### src/rtl/tdr_pkg.sv
// Package for the TFTP data receiver: sizes, protocol codes and the
// queue entry passed from the front (parser) to the back (result issue).
// No dependencies.
`default_nettype none

package tdr_pkg;

    localparam int BLOCK_SIZE  = 512;
    localparam int MAX_DATA    = 1024;
    localparam int COUNT_W     = $clog2(MAX_DATA + 1);
    localparam int QUEUE_DEPTH = 4;
    localparam int QPTR_W      = $clog2(QUEUE_DEPTH);
    localparam int QCNT_W      = $clog2(QUEUE_DEPTH + 1);

    localparam logic [15:0] OPCODE_DATA = 16'd3;
    localparam logic [2:0]  HDR_LEN     = 3'd4;

    localparam logic KIND_WRITE = 1'b0;
    localparam logic KIND_ACK   = 1'b1;

    typedef struct packed {
        logic        has_write;
        logic        has_ack;
        logic [31:0] write_address;
        logic [7:0]  write_data;
        logic [15:0] ack_block;
        logic [15:0] ack_port;
        logic        transfer_done;
    } tdr_entry_t;

endpackage

`default_nettype wire

### src/rtl/tdr_front.sv
// Front end: parses TFTP header bytes, tracks the expected block and
// builds queue entries (data write and/or ack). Depends on tdr_pkg.
`default_nettype none

module tdr_front (
    input  wire logic                aclk,
    input  wire logic                aresetn,
    input  wire logic                cfg_valid,
    input  wire logic [31:0]         cfg_data,
    input  wire logic                s_valid,
    output logic                     s_ready,
    input  wire logic [7:0]          s_payload_byte,
    input  wire logic                s_packet_end,
    input  wire logic [15:0]         s_sender_port,
    output logic                     push_valid,
    output tdr_pkg::tdr_entry_t      push_entry,
    input  wire logic                push_ready
);

    localparam logic [31:0] BLOCK_SIZE_32 = 32'(tdr_pkg::BLOCK_SIZE);
    localparam logic [tdr_pkg::COUNT_W-1:0] MAX_CNT =
        tdr_pkg::COUNT_W'(tdr_pkg::MAX_DATA);
    localparam logic [tdr_pkg::COUNT_W-1:0] BLK_CNT =
        tdr_pkg::COUNT_W'(tdr_pkg::BLOCK_SIZE);

    logic [31:0]                  base_reg;
    logic [2:0]                   hdr_pos_reg, hdr_pos_next;
    logic [15:0]                  opcode_reg, opcode_next;
    logic [15:0]                  block_reg, block_next;
    logic [15:0]                  exp_block_reg, exp_block_next;
    logic [tdr_pkg::COUNT_W-1:0]  count_reg, count_next;
    logic [31:0]                  blk_off_reg;
    logic [31:0]                  block_addr_reg;

    logic                         in_xfer;
    logic                         in_header;
    logic                         match;
    logic                         do_write;
    logic                         do_ack;
    logic                         short_block;
    logic [tdr_pkg::COUNT_W-1:0]  count_upd;
    logic [2:0]                   hdr_pos_upd;
    logic [15:0]                  opcode_upd;
    logic [15:0]                  block_upd;
    logic [31:0]                  exp_m1;

    assign s_ready = push_ready;
    assign in_xfer = s_valid && s_ready;

    // (expected_block - 1) modulo 2^32; block 0 lies one block below base
    assign exp_m1 = {{16{exp_block_reg == 16'd0}}, exp_block_reg - 16'd1};

    always_comb begin
        in_header   = hdr_pos_reg < tdr_pkg::HDR_LEN;
        hdr_pos_upd = hdr_pos_reg;
        opcode_upd  = opcode_reg;
        block_upd   = block_reg;
        if (in_header) begin
            hdr_pos_upd = hdr_pos_reg + 3'd1;
            if (hdr_pos_reg < 3'd2) begin
                opcode_upd = {opcode_reg[7:0], s_payload_byte};
            end else begin
                block_upd = {block_reg[7:0], s_payload_byte};
            end
        end
        match       = (opcode_reg == tdr_pkg::OPCODE_DATA) && (block_reg == exp_block_reg);
        do_write    = !in_header && match && (count_reg < MAX_CNT);
        count_upd   = count_reg + tdr_pkg::COUNT_W'(do_write);
        // header may complete on the final byte itself (empty data block)
        do_ack      = s_packet_end && (hdr_pos_upd == tdr_pkg::HDR_LEN)
                      && (opcode_upd == tdr_pkg::OPCODE_DATA)
                      && (block_upd == exp_block_reg);
        short_block = count_upd < BLK_CNT;

        hdr_pos_next   = hdr_pos_reg;
        opcode_next    = opcode_reg;
        block_next     = block_reg;
        count_next     = count_reg;
        exp_block_next = exp_block_reg;

        if (in_xfer) begin
            hdr_pos_next = hdr_pos_upd;
            opcode_next  = opcode_upd;
            block_next   = block_upd;
            count_next   = count_upd;
            if (do_ack) begin
                exp_block_next = short_block ? 16'd1 : exp_block_reg + 16'd1;
            end
            if (s_packet_end) begin
                hdr_pos_next = 3'd0;
                opcode_next  = 16'd0;
                block_next   = 16'd0;
                count_next   = '0;
            end
        end
    end

    always_comb begin
        push_valid                 = in_xfer && (do_write || do_ack);
        push_entry.has_write       = do_write;
        push_entry.has_ack         = do_ack;
        push_entry.write_address   = block_addr_reg + 32'(count_reg);
        push_entry.write_data      = s_payload_byte;
        push_entry.ack_block       = block_upd;
        push_entry.ack_port        = s_sender_port;
        push_entry.transfer_done   = short_block;
    end

    always_ff @(posedge aclk) begin
        if (!aresetn) begin
            base_reg      <= 32'd0;
            hdr_pos_reg   <= 3'd0;
            opcode_reg    <= 16'd0;
            block_reg     <= 16'd0;
            exp_block_reg <= 16'd1;
            count_reg     <= '0;
        end else begin
            if (cfg_valid) begin
                base_reg <= cfg_data;
            end
            hdr_pos_reg   <= hdr_pos_next;
            opcode_reg    <= opcode_next;
            block_reg     <= block_next;
            exp_block_reg <= exp_block_next;
            count_reg     <= count_next;
        end
    end

    // block start address, two stages; settles within the four header bytes
    always_ff @(posedge aclk) begin
        blk_off_reg    <= exp_m1 * BLOCK_SIZE_32;
        block_addr_reg <= base_reg + blk_off_reg;
    end

endmodule

`default_nettype wire

### src/rtl/tdr_queue.sv
// Small FIFO of entries between the parser and the result issue stage.
// Depends on tdr_pkg.
`default_nettype none

module tdr_queue (
    input  wire logic                aclk,
    input  wire logic                aresetn,
    input  wire logic                push_valid,
    input  wire tdr_pkg::tdr_entry_t push_entry,
    output logic                     push_ready,
    output logic                     pop_valid,
    output tdr_pkg::tdr_entry_t      pop_entry,
    input  wire logic                pop
);

    tdr_pkg::tdr_entry_t               mem_reg [tdr_pkg::QUEUE_DEPTH];
    logic [tdr_pkg::QPTR_W-1:0]        wr_ptr_reg, wr_ptr_next;
    logic [tdr_pkg::QPTR_W-1:0]        rd_ptr_reg, rd_ptr_next;
    logic [tdr_pkg::QCNT_W-1:0]        cnt_reg, cnt_next;
    logic                              do_push;
    logic                              do_pop;

    assign push_ready = cnt_reg != tdr_pkg::QCNT_W'(tdr_pkg::QUEUE_DEPTH);
    assign pop_valid  = cnt_reg != '0;
    assign pop_entry  = mem_reg[rd_ptr_reg];
    assign do_push    = push_valid && push_ready;
    assign do_pop     = pop && pop_valid;

    always_comb begin
        wr_ptr_next = do_push ? wr_ptr_reg + 1'b1 : wr_ptr_reg;
        rd_ptr_next = do_pop ? rd_ptr_reg + 1'b1 : rd_ptr_reg;
        cnt_next    = cnt_reg + tdr_pkg::QCNT_W'(do_push) - tdr_pkg::QCNT_W'(do_pop);
    end

    always_ff @(posedge aclk) begin
        if (!aresetn) begin
            wr_ptr_reg <= '0;
            rd_ptr_reg <= '0;
            cnt_reg    <= '0;
        end else begin
            wr_ptr_reg <= wr_ptr_next;
            rd_ptr_reg <= rd_ptr_next;
            cnt_reg    <= cnt_next;
        end
    end

    always_ff @(posedge aclk) begin
        if (do_push) begin
            mem_reg[wr_ptr_reg] <= push_entry;
        end
    end

endmodule

`default_nettype wire

### src/rtl/tdr_back.sv
// Result issue: splits each queue entry into a write and/or an ack
// transfer and holds them in the output register. Depends on tdr_pkg.
`default_nettype none

module tdr_back (
    input  wire logic                aclk,
    input  wire logic                aresetn,
    input  wire logic                pop_valid,
    input  wire tdr_pkg::tdr_entry_t pop_entry,
    output logic                     pop,
    output logic                     m_valid,
    input  wire logic                m_ready,
    output logic                     m_kind,
    output logic [31:0]              m_write_address,
    output logic [7:0]               m_write_data,
    output logic [15:0]              m_ack_block,
    output logic [15:0]              m_ack_port,
    output logic                     m_transfer_done,
    output logic                     m_final_result
);

    logic        valid_reg, valid_next;
    logic        ack_phase_reg, ack_phase_next;
    logic        kind_reg, kind_next;
    logic [31:0] addr_reg, addr_next;
    logic [7:0]  data_reg, data_next;
    logic [15:0] blk_reg, blk_next;
    logic [15:0] port_reg, port_next;
    logic        done_reg, done_next;
    logic        final_reg, final_next;
    logic        out_free;
    logic        load;
    logic        emit_write;

    assign out_free   = !valid_reg || m_ready;
    assign load       = out_free && pop_valid;
    assign emit_write = pop_entry.has_write && !ack_phase_reg;

    always_comb begin
        valid_next     = valid_reg;
        ack_phase_next = ack_phase_reg;
        kind_next      = kind_reg;
        addr_next      = addr_reg;
        data_next      = data_reg;
        blk_next       = blk_reg;
        port_next      = port_reg;
        done_next      = done_reg;
        final_next     = final_reg;
        pop            = 1'b0;

        if (out_free) begin
            valid_next = pop_valid;
        end
        if (load) begin
            if (emit_write) begin
                kind_next      = tdr_pkg::KIND_WRITE;
                addr_next      = pop_entry.write_address;
                data_next      = pop_entry.write_data;
                blk_next       = 16'd0;
                port_next      = 16'd0;
                done_next      = 1'b0;
                final_next     = !pop_entry.has_ack;
                pop            = !pop_entry.has_ack;
                ack_phase_next = pop_entry.has_ack;
            end else begin
                kind_next      = tdr_pkg::KIND_ACK;
                addr_next      = 32'd0;
                data_next      = 8'd0;
                blk_next       = pop_entry.ack_block;
                port_next      = pop_entry.ack_port;
                done_next      = pop_entry.transfer_done;
                final_next     = 1'b1;
                pop            = 1'b1;
                ack_phase_next = 1'b0;
            end
        end
    end

    always_ff @(posedge aclk) begin
        if (!aresetn) begin
            valid_reg     <= 1'b0;
            ack_phase_reg <= 1'b0;
        end else begin
            valid_reg     <= valid_next;
            ack_phase_reg <= ack_phase_next;
        end
    end

    always_ff @(posedge aclk) begin
        kind_reg  <= kind_next;
        addr_reg  <= addr_next;
        data_reg  <= data_next;
        blk_reg   <= blk_next;
        port_reg  <= port_next;
        done_reg  <= done_next;
        final_reg <= final_next;
    end

    assign m_valid         = valid_reg;
    assign m_kind          = kind_reg;
    assign m_write_address = addr_reg;
    assign m_write_data    = data_reg;
    assign m_ack_block     = blk_reg;
    assign m_ack_port      = port_reg;
    assign m_transfer_done = done_reg;
    assign m_final_result  = final_reg;

endmodule

`default_nettype wire

### src/rtl/tftp_data_receiver_unit.sv
// TFTP data receiver top level: parser front end, entry queue, result issue.
// Depends on tdr_pkg, tdr_front, tdr_queue, tdr_back.
//
// Takes one TFTP payload byte per cycle whenever the four-entry queue between
// the parser and the issue stage has room. Each DATA byte of a matching block,
// up to 1024 per packet, yields a memory-write transfer; the final byte of a
// matching packet also yields an ack transfer, so a final byte that also
// carries data yields a write and then an ack. Output is one transfer per cycle
// while m_ready is high, from a registered stage. download_base must be written
// through the cfg channel only while the block is idle; the block itself does
// not enforce this. The start address follows via base_reg and block_addr_reg.
`default_nettype none

module tftp_data_receiver_unit (
    input  wire logic        aclk,
    input  wire logic        aresetn,
    input  wire logic        cfg_valid,
    output logic             cfg_ready,
    input  wire logic [31:0] cfg_data,
    input  wire logic        s_valid,
    output logic             s_ready,
    input  wire logic [7:0]  s_payload_byte,
    input  wire logic        s_packet_end,
    input  wire logic [15:0] s_sender_port,
    output logic             m_valid,
    input  wire logic        m_ready,
    output logic             m_kind,
    output logic [31:0]      m_write_address,
    output logic [7:0]       m_write_data,
    output logic [15:0]      m_ack_block,
    output logic [15:0]      m_ack_port,
    output logic             m_transfer_done,
    output logic             m_final_result
);

    logic                   push_valid;
    logic                   push_ready;
    tdr_pkg::tdr_entry_t    push_entry;
    logic                   pop_valid;
    logic                   pop;
    tdr_pkg::tdr_entry_t    pop_entry;

    assign cfg_ready = 1'b1;

    tdr_front u_front (
        .aclk           (aclk),
        .aresetn        (aresetn),
        .cfg_valid      (cfg_valid),
        .cfg_data       (cfg_data),
        .s_valid        (s_valid),
        .s_ready        (s_ready),
        .s_payload_byte (s_payload_byte),
        .s_packet_end   (s_packet_end),
        .s_sender_port  (s_sender_port),
        .push_valid     (push_valid),
        .push_entry     (push_entry),
        .push_ready     (push_ready)
    );

    tdr_queue u_queue (
        .aclk       (aclk),
        .aresetn    (aresetn),
        .push_valid (push_valid),
        .push_entry (push_entry),
        .push_ready (push_ready),
        .pop_valid  (pop_valid),
        .pop_entry  (pop_entry),
        .pop        (pop)
    );

    tdr_back u_back (
        .aclk            (aclk),
        .aresetn         (aresetn),
        .pop_valid       (pop_valid),
        .pop_entry       (pop_entry),
        .pop             (pop),
        .m_valid         (m_valid),
        .m_ready         (m_ready),
        .m_kind          (m_kind),
        .m_write_address (m_write_address),
        .m_write_data    (m_write_data),
        .m_ack_block     (m_ack_block),
        .m_ack_port      (m_ack_port),
        .m_transfer_done (m_transfer_done),
        .m_final_result  (m_final_result)
    );

endmodule

`default_nettype wire

### config.mk
export PLATFORM = sky130hd
export DESIGN_NAME = tftp_data_receiver_unit
export DESIGN_NICKNAME = d
export VERILOG_FILES = /design/src/rtl/tdr_pkg.sv /design/src/rtl/tdr_front.sv /design/src/rtl/tdr_queue.sv /design/src/rtl/tdr_back.sv /design/src/rtl/tftp_data_receiver_unit.sv
export SDC_FILE = /design/constraint.sdc
export NUM_CORES = 1
export LEC_CHECK = 0
export BUFFER_PORTS_ARGS = -buffer_cell sky130_fd_sc_hd__buf_4
export CORE_MARGIN = 1.5
export CORE_UTILIZATION = 40
export CTS_CLUSTER_SIZE = 25
export DETAILED_ROUTE_END_ITERATION = 10
export HOLD_SLACK_MARGIN = 0.1
export PLACE_DENSITY = 0.61
export SYNTH_ARGS = -nofsm -noshare
export SYNTH_HDL_FRONTEND = slang
export SYNTH_SLANG_ARGS = --single-unit
### constraint.sdc
create_clock -name aclk -period 7.2 [get_ports aclk]
set_input_delay 0.36 -clock aclk [delete_from_list [all_inputs] [get_ports aclk]]
set_output_delay 0.36 -clock aclk [all_outputs]
set_load 0.005 [all_outputs]
# Word level (Yosys, flattened, before mapping)
# Memory sizes are Yosys's and may differ from the RTL's. A register that Yosys moved wholly into a read port is not among the register bits.
# Index checks and enable logic that the tools add are counted.
dict set report word_totals {
  ff_bits 227
  word_cells 80
  memories 1
  mem_bits_rw 300
}
# memory words word_bits rd rd_clocked_by_memory_dff wr line
set memory_table {}
lappend memory_table {u_queue.mem_reg 4 75 1 1 1 tdr_queue.sv:16} ;# tdr_pkg::tdr_entry_t mem_reg [tdr_pkg::QUEUE_DEPTH];
dict set report op_classes {
  mux 18
  reduce_logical 21
  eq_ne 6
  magnitude_cmp 4
  n_addsub 10
}
# operator count
set op_table {}
lappend op_table {{$mux W16} 7}
lappend op_table {{$add A32 B11 Y32} 1}
lappend op_table {{$add A32 B32 Y32} 1}
lappend op_table {{$eq A16 B16 Y1} 2}
lappend op_table {{$eq A16 B2 Y1 const B} 2}
lappend op_table {{$add A16 B1 Y16 const B} 1}
lappend op_table {{$logic_not A16 Y1} 1}
lappend op_table {{$sub A16 B1 Y16 const B} 1}
lappend op_table {{$logic_and A1 B1 Y1} 12}
lappend op_table {{$add A11 B1 Y11} 1}
lappend op_table {{$lt A11 B10 Y1 const B} 1}
lappend op_table {{$lt A11 B11 Y1 const B} 1}
lappend op_table {{$mux W11} 1}
lappend op_table {{$mux W1} 6}
lappend op_table {{$mux W3} 2}
lappend op_table {{$add A2 B1 Y2 const B} 2}
lappend op_table {{$logic_not A1 Y1} 4}
lappend op_table {{$mux W2} 2}
lappend op_table {{$add A3 B1 Y3} 1}
lappend op_table {{$add A3 B1 Y3 const B} 1}
lappend op_table {{$eq A3 B3 Y1 const B} 1}
lappend op_table {{$lt A3 B2 Y1 const B} 1}
lappend op_table {{$lt A3 B3 Y1 const B} 1}
lappend op_table {{$ne A3 B3 Y1 const B} 1}
lappend op_table {{4 further kinds} 5}

# Depth between registers and ports, before layout
# Gate-level depths: netlist of run 1.
dict set report depth {
  ltp_word 11
  depth_mapped 17
  mapped_depth_nobuf 15
}

# By module
# Synthesis of run 1 repeated with hierarchy kept, for this count alone.
dict set report hier_totals {
  cells_unflattened 1496
  hier_area_um2 22198.8
}
# module cells_each area_each_um2 n_inst
set by_module_without_submodules {}
lappend by_module_without_submodules {tdr_queue 439 11287.1 1}
lappend by_module_without_submodules {tdr_front 886 7965.1 1}
lappend by_module_without_submodules {tdr_back 169 2935.3 1}
lappend by_module_without_submodules {tftp_data_receiver_unit 2 11.3 1}

# Worst setup path before layout of run 1
# No wires, ideal clock.
dict set report synth_timing {
  kind {flip-flop to flip-flop}
  startpoint {reg u_queue.cnt_reg[1] (netlist name)}
  endpoint {reg u_queue.cnt_reg[2] (netlist name)}
  t_arrival_ns 5.837
  path_stages_with_launch 12
  setup_slack_ns 1.235
  period_less_slack_ns 5.965
  cell_sequence {dfxtp_1 > nor3_1 > a21oi_1 > nor2b_1 > ha_1 > inv_1 > ha_1 > inv_1 > fa_1 > xor2_1 > xnor2_1 > nor2_1}
}
dict set report synth_via {
  elab_cells_between_ends 10
  cone_classes {add/sub: 2; eq/ne: 1; mux: 1; reduce/logical: 6}
}
# item line
set synth_lines {}
lappend synth_lines {{from (decl)} tdr_queue.sv:19} ;# logic [tdr_pkg::QCNT_W-1:0] cnt_reg, cnt_next;
lappend synth_lines {{from (signal assigned)} tdr_queue.sv:43} ;# cnt_reg <= cnt_next;
lappend synth_lines {{$reduce_bool A3 Y1} tdr_queue.sv:24} ;# assign pop_valid = cnt_reg != '0;
lappend synth_lines {{$logic_and A1 B1 Y1} tdr_back.sv:36} ;# assign load = out_free && pop_valid;
lappend synth_lines {{via u_back.load} tdr_back.sv:32} ;# logic load;
lappend synth_lines {{$mux W1} tdr_back.sv:54} ;# if (load) begin
lappend synth_lines {{$logic_and A1 B1 Y1} tdr_queue.sv:27} ;# assign do_pop = pop && pop_valid;
lappend synth_lines {{via u_queue.do_pop} tdr_queue.sv:21} ;# logic do_pop;
lappend synth_lines {{$sub A3 B1 Y3} tdr_queue.sv:32} ;# cnt_next = cnt_reg + tdr_pkg::QCNT_W'(do_push) - tdr_pkg::QCNT_W'(do_pop);
# The timed path passes the listed nets, and every way through them passes these cells.
# A chain may end at the register's enable or synchronous reset.

==> results of run 1 <==
critical path, cell delays in order (launching register included):
cell and delay, ns:
dfxtp_1 0.31, or4_1 0.53, nor4_1 0.51, and3_1 0.24, nor4bb_1 0.79, ha_1 0.36, ha_1 0.27, nand2_1 0.09
xor2_1 0.15, nand3_1 0.09, o31a_1 0.51, inv_1 0.41, or4_1 0.61, nand3_1 0.07
final timing paths:
path | end | slack, ns | cells after the start
max | u_front.exp_block_reg[11] | 2.20 | 13
min | u_front.exp_block_reg[0] | 0.15 | 2
max reg2reg | u_front.exp_block_reg[11] | 2.20 | 13
min reg2reg | u_front.block_addr_reg[3] | 0.35 | 0
cell families (layout without fill, tap and decap cells):
kind of cell	after synthesis	count (layout)	synth area share, %
AO/OA/AOI/OAI	140	140	4.27
multiplexers	130	130	10.3
other	1	1	0.0172
flip-flops	529	529	65.7
XOR/XNOR	108	108	4.33
adder cells (fa/ha/maj)	48	48	2.86
buffers and inverters	131	363	2.38
AND/OR/NAND/NOR	430	430	10.1
metrics by stage:
step / std cells / setup slack [ns] / hold WS (ns) / util (%) / area [um^2]
4_1_cts: 2445 / 2.25 / 0.107 / 48.0 / 25900
3_3_place_gp: 2291 / 2.38 / 0.341 / 43.8 / 23600
2_1_floorplan: 1517 / 1.24 / 0.330 / - / 21800
6_report: 2445 / 2.20 / 0.155 / 48.0 / 25900
3_5_place_dp: 2291 / 2.27 / 0.343 / 43.8 / 23600
5_1_grt: 2445 / 1.91 / 0.128 / 48.0 / 25900
cell type report:
class / count / area, um^2 / share of cell area (%)
inverter: 55 / 206 / 0.798
clock buffer: 75 / 1480 / 5.72
timing repair buffer: 211 / 1730 / 6.67
sequential: 529 / 14400 / 55.5
multi-input combinational: 857 / 7010 / 27.1
clock inverter: 22 / 234 / 0.904
tap: 696 / 871 / 3.37
metal layers:
| metal | part of all wire, % | up-vias | routed length (um) |
|---|---|---|---|
| li1 | - | 6017 | - |
| met1 | 44 | 6355 | 20700 |
| met2 | 50 | 217 | 23500 |
| met3 | 3.5 | 71 | 1670 |
| met4 | 2.3 | 0 | 1100 |
| met5 | 0 | - | 0 |
power by group through the flow:
stage / Sequential (mW) / Combinational [mW] / Clock (mW)
2_1_floorplan: 3.34 / 0.0857 / 0
3_3_place_gp: 3.35 / 0.142 / 0
3_5_place_dp: 3.35 / 0.147 / 0
4_1_cts: 3.28 / 0.172 / 2.79
5_1_grt: 3.28 / 0.188 / 2.90
6_report: 3.28 / 0.170 / 2.72
repair_timing:
item	in CTS	in global routing
hold buffers	57	0
setup buffers	0	0
endpoints found under the hold margin	130	0
endpoints found under the setup margin	0	0
cells in the final DEF, fill, tap and decap left out, types with 5 or more instances in the layout:
cell	count
edfxtp_1	375
buf_4	154
dfxtp_1	152
nor2_1	130
mux4_2	75
xnor2_1	58
dlygate4sd3_1	57
inv_1	54
clkbuf_16	53
mux2i_1	51
nor2b_1	51
nand2_1	50
xor2_1	50
ha_1	45
a21oi_1	42
and2_1	38
nor3_1	35
nand3_1	34
and3_1	21
o21ai_0	18
a22oi_1	18
nor4_1	16
clkbuf_1	15
nand4_1	12
or4_1	11
o2111ai_1	8
clkinv_1	8
o211ai_1	7
clkbuf_8	7
nand3b_1	6
clkinv_2	6
nand2b_1	5
a21o_1	5
o311ai_1	5
bufinv_16	5
synth_stat cells (7+ instances only):
master,count
ha_1,45
a22oi_1,18
buf_1,13
nor4_1,17
mux2i_1,51
and3_1,21
clkbuf_1,58
xnor2_1,58
inv_1,55
or4_1,11
edfxtp_1,375
xor2_1,50
dfxtp_1,154
and2_1,38
nand4_1,12
nand3_1,34
o21ai_0,18
o211ai_1,7
nor2b_1,51
mux4_2,75
nor3_1,35
nor2_1,134
o2111ai_1,8
a21oi_1,43
nand2_1,50
==> impl_metrics.tcl, run 1 <==
set metrics [dict create \
    floorplan.core_area_um2 53900 \
    cts_tree "done" \
    critical_path_arrival_ns 5.53 \
    clock-sinks 529 \
    grt_setup_unrepaired "false" \
    clock_latency_ns 0.59 \
    outcome "complete, no violations" \
    detailedRoute.firstPassIterationCount 6 \
    grt_max_degree 78 \
    drt_first_iter_violations 712 \
    synth_cells 1517 \
    final_layout_size_suffix_gt1_share_pct 18.4 \
    synth.yosys.warnings 0 \
    setup.worst_path.start "u_front.opcode_reg[8]" \
    syn_area_per_cell_um2 14.4 \
    grt_remaining_overflow 0 \
    vdd_drop_max_v 0.000162 \
    ctsHtreeMaxLevel 2 \
    grt_total_usage_pct 16.9 \
    intPower_mw 4.95 \
    power.density_nw_per_um2 238 \
    slew_headroom_pct 27.6 \
    worst_ep_required_time_ns 7.73 \
    post_synth_num_cell_types 62 \
    max_slew.worst_pin.slew_ns 1.09 \
    num_io_pins 140 \
    netlist_area_um2 21800 \
    power.combinational.fraction_pct 2.8 \
    place.gp.congestion 0.840 \
    synthArstFlopShare_pct 0 \
    detail_route.wl_per_cell_um 19.2 \
    part_of_the_power_in_registers_pct 53.2 \
    num_rows 85 \
    synth_area_leader_cell "edfxtp_1" \
    drt-vias-per-instance 5.18 \
    fmax_mhz 200 \
    setup_viol_count_final 0 \
    finalPower_mw 6.17 \
    routed_wirelength_um 47000 \
    fin_crit_ns 5.00 \
    flip_flop_count_of_the_largest_register_after_layout 300 \
    filler_cell_count 4707 \
    timing.max_cap.violations 0 \
    crit_path_start_kind "flop" \
    vias 12660 \
    synth_enable_flop_cells 375 \
    worstHoldPathType "input pin to flop" \
    dp_hpwl_um 29800 \
    worst_clock_skew_ns 0.0194 \
    seq_total_area_yosys_pct 65.7 \
    grt_first_pass_wirelength_um 73000 \
    cts_max_path_buffers 3 \
    area_growth_pct 18.6 \
    slew_viol_final 0 \
    p_leak_nw 9.43 \
    p_sw_mw 1.22 \
    min_from "aresetn" \
    post-route-drc-count 0 \
    yosysTopAreaCellShare_pct 51.6 \
    grt_use_met2_pct 29.1 \
    die_area_um2 56000 \
    cts-root-buf "clkbuf_16" \
    net_switching_share_of_the_total_power_pct 19.8 \
    global_route.usage.met1_pct 21.8 \
    post_synth_main_area_contributors "edfxtp_1, dfxtp_1, mux4_2" \
    hold_viol_final 0 \
    post_cts_resize_count 0 \
    syn-num-nets 1627 \
    cts.reportedPaths.clkPinSlew_ns 0.07 \
    antenna_cells 0 \
    pwr-share-clk_pct 44.1 \
    critical_path_class "flop to flop" \
    antenna_nets_post_route 0 \
    initial_core_util_pct 40.5 \
    final_worst_path_period_share_pct 69.4 \
    grt_antenna_before_repair 0 \
    grt.met3_usage_pct 2.56 \
    die_width_um 237 \
    setup-tns-final_ns 0 \
    fp.dieH_um 237 \
    nets 1817 \
    io_buffers 138 \
    yosys_most_used_dff "edfxtp_1" \
    cts_made_buffers 53 \
    busiest_metal_layer_after_global_routing "met2" \
    crit-reg2reg-launch "u_front.opcode_reg[8]" \
    end_kind "flop" \
    yosys_register_bits 529 \
    cp_max_fo 14 \
    grt_pass1_vias 12970 \
]
Power figures use the tool's default switching activity.
==> inputs of run 2 (changes only) <==
--- a/config.mk
+++ b/config.mk
@@ -5,6 +5,7 @@
 export SDC_FILE = /design/constraint.sdc
 export NUM_CORES = 1
 export LEC_CHECK = 0
+export ABC_AREA = 1
 export BUFFER_PORTS_ARGS = -buffer_cell sky130_fd_sc_hd__buf_4
 export CORE_MARGIN = 1.5
 export CORE_UTILIZATION = 40
==> constraint.sdc (replaced) <==
create_clock -name aclk -period 5.2 [get_ports aclk]
set_input_delay 0.26 -clock aclk [delete_from_list [all_inputs] [get_ports aclk]]
set_output_delay 0.26 -clock aclk [all_outputs]
set_load 0.005 [all_outputs]
==> impl_metrics.tcl, run 2 <==
set metrics [dict create \
    worstHoldPathType "input pin to flop" \
    initial_core_util_pct 40.4 \
    pwr-share-clk_pct 33.8 \
    synth-adder-area-share_pct 2.68 \
    synth_area_leader_cell "edfxtp_1" \
    io_buffers 138 \
    area_growth_pct 17.7 \
    part_of_the_power_in_registers_pct 45.0 \
    crit_buf_inv 2 \
    grt_antenna_before_repair 2 \
    netlist_top_cells_count "nor2_1, edfxtp_1, nand2_1" \
    post-route-drc-count 0 \
    crit_path_start_kind "flop" \
    power.combinational.fraction_pct 21.1 \
    dpl_cells 3184 \
    regToRegEndpoint "u_queue.mem_reg[2][66]" \
    syn_area_per_cell_um2 9.83 \
    main_combinational_cell_family_by_area_after_synthesis "simple AND/OR/NAND/NOR gates" \
    netlist_area_um2 23300 \
    final_core_util_pct 47.6 \
    end_kind "flop" \
    yosys_register_bits 529 \
    vdd_drop_max_v 0.000261 \
    yosysTopAreaCellShare_pct 48.4 \
    path_delay_family "simple AND/OR/NAND/NOR gates" \
    max_slew.worst_pin.slew_ns 1.17 \
    critical_path_arrival_ns 4.10 \
    grt_remaining_overflow 0 \
    cell_by_cell_listing_of_the_critical_path "nand2_8 > nand2_1 > nand2_1 > nand2_1 > nand2_1 > nor2_1 > nand2_1 > nor2_1 > nand4_1 > nand2_1 > inv_1 > nor2_4 > buf_4" \
    detailedRoute.firstPassIterationCount 6 \
    drt_first_iter_violations 1201 \
    critical_path_class "flop to flop" \
    grt_setup_unrepaired "false" \
    cts_made_buffers 54 \
    cp_max_fo 48 \
    post_synth_num_cell_types 50 \
    complex_gate_fraction_of_the_synthesized_area_pct 9.85 \
    fin_crit_ns 3.85 \
    vias 17208 \
    grt_max_degree 107 \
    net_switching_share_of_the_total_power_pct 29.6 \
    cts-root-buf "clkbuf_16" \
    synth.yosys.warnings 0 \
    r2r_setup_slack_ns 1.35 \
    timing.max_cap.violations 0 \
    fmax_mhz 260 \
    clock-sinks 529 \
    synth-simple-area-share_pct 17.4 \
    slew_headroom_pct 21.5 \
    multiplexer_area_fraction_after_synthesis_pct 0 \
    layout.cells.most_common_list "nor2_1, edfxtp_1, nand2_1" \
    r2r_cell_count 13 \
    synth_enable_flop_cells 375 \
    slew_viol_final 0 \
    antenna_nets_post_route 0 \
    ctsHtreeMaxLevel 2 \
    final_worst_path_period_share_pct 74.1 \
    min_from "cfg_valid" \
    synthArstFlopShare_pct 0 \
    crit_path_max_incr_delay_ns 0.84 \
    floorplan.core_area_um2 57600 \
    p_sw_mw 3.46 \
    synth_cells 2367 \
    cts_max_path_buffers 3 \
    worst_ep_required_time_ns 5.44 \
    dp_hpwl_um 41000 \
    critical_path.slowest_cell "dfxtp_1" \
    detail_route.wl_per_cell_um 18.3 \
    layout_commonest_cell "nor2_1" \
    synth-xor-area-share_pct 3.35 \
    die_width_um 244 \
    cts.reportedPaths.clkPinSlew_ns 0.06 \
    outcome "complete, no violations" \
    hold_viol_final 0 \
    finalNonFillerCells 3344 \
    place.gp.congestion 0.961 \
    post_synth_main_area_contributors "edfxtp_1, dfxtp_1, nor2_1" \
    clock_latency_ns 0.62 \
    fp.dieH_um 244 \
    die_area_um2 59600 \
    power.density_nw_per_um2 427 \
    p_leak_nw 10.8 \
    min_delay_worst_endpoint "u_front.base_reg[8]" \
    yosys_most_used_dff "edfxtp_1" \
    hold-path-cell-count 3 \
    flip_flop_count_of_the_largest_register_after_layout 300 \
    nets 2643 \
    cts_tree "done" \
    worst_clock_skew_ns 0.0204 \
    routed_wirelength_um 61300 \
    syn-num-nets 2477 \
    grt_first_pass_wirelength_um 94500 \
    synthMostInstantiatedCell "nor2_1" \
    grt_total_usage_pct 20.3 \
    drt-vias-per-instance 5.15 \
    seq_total_area_yosys_pct 61.7 \
    num_io_pins 140 \
    setup-tns-final_ns 0 \
    num_rows 88 \
    cts.repair_timing.setup_buffer_count 0 \
    post_cts_resize_count 0 \
    setup_viol_count_final 0 \
    crit-reg2reg-launch "u_front.hdr_pos_reg[1]" \
    intPower_mw 8.24 \
    antenna_cells 0 \
    final_layout_size_suffix_gt1_share_pct 10.5 \
    filler_cell_count 5380 \
    grt_pass1_vias 16734 \
    crit_top_cell "nand2_1" \
]
==> run 2: cell count changes in the layout (fill, tap and decap cells not counted), moves of 50 or more <==
cell	previous run	this run
nor2b_1	51	1
nor2_1	130	456
inv_1	54	181
mux2i_1	51	0
mux4_2	75	0
nand2_1	50	349
a21oi_1	42	105
o21ai_0	18	224
==> run 2: stage by stage <==
step	hold slack (ns)	power [mW]	instance area (um^2)	setup WS [ns]
after floorplan	0.326	6.72	23300	0.0225
after global placement	0.336	7.79	25000	1.43
after detailed placement	0.336	7.84	25000	1.34
after CTS	0.116	11.9	27400	1.33
after global routing	0.155	12.3	27400	1.01
final	0.144	11.7	27400	1.35
==> run 2: final cells by class <==
class,instances,area [um^2],share of cell area [%]
inverter,190,722,2.64
sequential,529,14300,52.4
tap,765,957,3.49
clock buffer,65,1430,5.24
clock inverter,37,395,1.44
timing repair buffer,213,1740,6.37
multi-input combinational,1545,7790,28.4
==> run 2: cells by family after synthesis <==
group	count (synthesis)
other	1
AND/OR/NAND/NOR	985
buffers and inverters	293
adder cells (fa/ha/maj)	48
XOR/XNOR	89
AO/OA/AOI/OAI	422
flip-flops	529
==> run 2: how the worst max path moves through the flow <==
stage	start	endpoint	slack [ns]	depth (start not counted)
6_report	u_front.hdr_pos_reg[1]	u_queue.mem_reg[2][66]	1.35	13
5_1_grt	u_front.exp_block_reg[5]	u_front.exp_block_reg[4]	1.01	17
4_1_cts	u_front.hdr_pos_reg[1]	u_queue.mem_reg[0][55]	1.33	13
3_5_place_dp	u_front.hdr_pos_reg[1]	u_queue.mem_reg[0][72]	1.34	13
3_3_place_gp	u_front.hdr_pos_reg[1]	u_queue.mem_reg[2][2]	1.43	13
2_1_floorplan	u_front.hdr_pos_reg[2]	u_queue.mem_reg[0][0]	0.02	15
==> run 2: power groups by stage <==
stage,Sequential (mW),Clock (mW),Combinational (mW)
2_1_floorplan,5.35,0,1.36
3_3_place_gp,5.36,0,2.43
3_5_place_dp,5.37,0,2.48
4_1_cts,5.28,4.05,2.53
5_1_grt,5.31,4.21,2.76
6_report,5.27,3.96,2.47
==> run 2: worst reg2reg max path: stages, from the launching register on <==
cell     delay [ns]
dfxtp_1        0.84
nand2_8        0.22
nand2_1        0.16
nand2_1        0.23
nand2_1        0.26
nand2_1        0.10
nor2_1         0.12
nand2_1        0.09
nor2_1         0.15
nand4_1        0.21
nand2_1        0.19
inv_1          0.18
nor2_4         0.13
buf_4          0.58
==> run 2: metal layers <==
| metal | GRT usage [%] | wire length, um |
|---|---|---|
| met4 | 7.15 | 1990 |
| met3 | 3.04 | 3260 |
| met2 | 33.3 | 28400 |
| met5 | 0 | 0 |
| met1 | 27.5 | 27700 |
==> run 2: repair_timing <==
item,CTS,global route
hold buffers,58,0
endpoints found under the setup margin,0,0
hold endpoints to repair,134,0
==> inputs of run 3 (changes only) <==
--- a/config.mk
+++ b/config.mk
@@ -5,14 +5,14 @@
 export SDC_FILE = /design/constraint.sdc
 export NUM_CORES = 1
 export LEC_CHECK = 0
-export ABC_AREA = 1
+export ABC_AREA = 0
 export BUFFER_PORTS_ARGS = -buffer_cell sky130_fd_sc_hd__buf_4
 export CORE_MARGIN = 1.5
 export CORE_UTILIZATION = 40
 export CTS_CLUSTER_SIZE = 25
 export DETAILED_ROUTE_END_ITERATION = 10
 export HOLD_SLACK_MARGIN = 0.1
-export PLACE_DENSITY = 0.61
+export PLACE_DENSITY = 0.64
 export SYNTH_ARGS = -nofsm -noshare
 export SYNTH_HDL_FRONTEND = slang
 export SYNTH_SLANG_ARGS = --single-unit
==> constraint.sdc (replaced) <==
create_clock -name aclk -period 3.15 [get_ports aclk]
set_input_delay 0.1575 -clock aclk [delete_from_list [all_inputs] [get_ports aclk]]
set_output_delay 0.1575 -clock aclk [all_outputs]
set_load 0.005 [all_outputs]
==> impl_metrics.tcl, run 3 (synthesis gave the netlist of run 1 again) <==
set metrics [dict create \
    pre_cts_slack_ns -0.243 \
    final_worst_path_period_share_pct 99.7 \
    grt_remaining_overflow 0 \
    crit_path_start_kind "flop" \
    cts_tree "done" \
    grt_pass1_vias 13434 \
    slew_viol_final 0 \
    grt_antenna_before_repair 0 \
    grt_max_degree 78 \
    p_leak_nw 10.3 \
    worst_ep_required_time_ns 3.69 \
    r2r_setup_slack_ns 0.009 \
    detail_route.wl_per_cell_um 19.0 \
    area_growth_pct 25.5 \
    grt_setup_unrepaired "true" \
    max_slew.worst_pin.slew_ns 1.07 \
    setup_viol_count_final 0 \
    drt-vias-per-instance 5.16 \
    cts-root-buf "clkbuf_16" \
    hold_viol_final 0 \
    end_kind "flop" \
    critical_path_class "flop to flop" \
    vias 13176 \
    power.density_nw_per_um2 530 \
    cp_max_fo 4 \
    layout.cells.most_common_list "edfxtp_1, buf_4, dfxtp_1" \
    worst_clock_skew_ns 0.0231 \
    fin_worst_hold_slack_ns 0.132 \
    slew_headroom_pct 28.3 \
    post-route-drc-count 0 \
    antenna_cells 0 \
    initial_core_util_pct 40.5 \
    dp_hpwl_um 31800 \
    outcome "complete, no violations" \
    routed_wirelength_um 48600 \
    grt_total_usage_pct 17.4 \
    crit_path_max_incr_delay_ns 0.55 \
    setup.worst_path.start "u_front.opcode_reg[6]" \
    timing.max_cap.violations 0 \
    drt_first_iter_violations 738 \
    clock-sinks 529 \
    layout_commonest_cell "edfxtp_1" \
    worstHoldPathType "input pin to flop" \
    setup_ws_ns 0.00888 \
    fp.dieH_um 237 \
    final_layout_size_suffix_gt1_share_pct 26.3 \
    fin_crit_ns 3.14 \
    ctsHtreeMaxLevel 2 \
    antenna_nets_post_route 0 \
    grt_first_pass_wirelength_um 75500 \
    clock_latency_ns 0.61 \
    cts_made_buffers 54 \
    final_instance_area_um2 27400 \
    place.gp.congestion 0.862 \
    flip_flop_count_of_the_largest_register_after_layout 300 \
    crit-reg2reg-launch "u_front.opcode_reg[6]" \
    fmax_mhz 318 \
    min_from "cfg_valid" \
    vdd_drop_max_v 0.000361 \
    num_io_pins 140 \
    cts.reportedPaths.clkPinSlew_ns 0.06 \
    cts_max_path_buffers 3 \
    floorplan.core_area_um2 53900 \
    die_area_um2 56000 \
    critical_path.slowest_cell "or4_4" \
    cell_by_cell_listing_of_the_critical_path "or4_4 > nor3_4 > nand4b_1 > nor4bb_4 > buf_6 > ha_4 > ha_4 > nand2_2 > xor2_1 > nand3_1 > o31a_1 > inv_2 > or4_1 > nand3_1" \
    critical_path_arrival_ns 3.68 \
    nets 1924 \
    die_width_um 237 \
    placedInstanceArea_um2 24500 \
    num_rows 85 \
    detailedRoute.firstPassIterationCount 5 \
    io_buffers 138 \
]
run 3: timing repair:
item / in CTS / in global routing
pin swaps: 12 / 12
endpoints found under the setup margin: 21 / 77
gates resized for setup: 25 / 29
cloned: 1 / 0
setup buffers: 12 / 6
endpoints found under the hold margin: 156 / 0
hold buffers: 58 / 0
run 3: through the flow:
step	setup TNS [ns]	total power, mW	utilization, %	cells
6_report	0	14.5	50.8	2554
5_1_grt	-1.52	15.0	50.8	2554
4_1_cts	0	14.7	50.4	2549
3_5_place_dp	-2.92	8.01	45.5	2378
3_3_place_gp	-1.82	7.99	45.5	2378
2_1_floorplan	-108.11	7.84	-	1517
run 3: final cells by class:
cell class                 instances  area, um^2
clock inverter                    35         377
clock buffer                      65        1470
multi-input combinational        857        7430
inverter                          55         206
fill                            4594       26500
timing repair buffer             317        2680
tap                              696         871
sequential                       529       14400
run 3: final timing paths:
check / to / cells after the start
worst max-delay path: u_front.exp_block_reg[11] / 14
worst max register to register: u_front.exp_block_reg[11] / 14
worst min-delay path: u_front.base_reg[0] / 3
worst min register to register: u_front.block_addr_reg[8] / 0
run 3: report_power, final:
part / leakage, nW / switching (mW) / internal (mW)
clock network: 0.890 / 2.69 / 3.90
registers: 4.64 / 0.0383 / 7.46
logic: 4.80 / 0.224 / 0.210
total: 10.3 / 2.95 / 11.6
run 3: worst max-delay path: cells and delay by family (launching register included):
kind            cells  cell delay, ns
flops               1            0.31
fa+ha+maj           2            0.27
xor+xnor            1            0.14
compound gates      1            0.26
simple gates        8            1.89
buf+inv             2            0.24
run 3: per-layer routing:
| layer | part of all wire [%] | up-vias | track usage [%] |
|---|---|---|---|
| met3 | 4.1 | 60 | 2.55 |
| met2 | 50 | 275 | 30.3 |
| li1 | - | 6243 | - |
| met4 | 1.9 | 0 | 4.45 |
| met1 | 44 | 6598 | 22.9 |
| met5 | 0 | - | 0 |
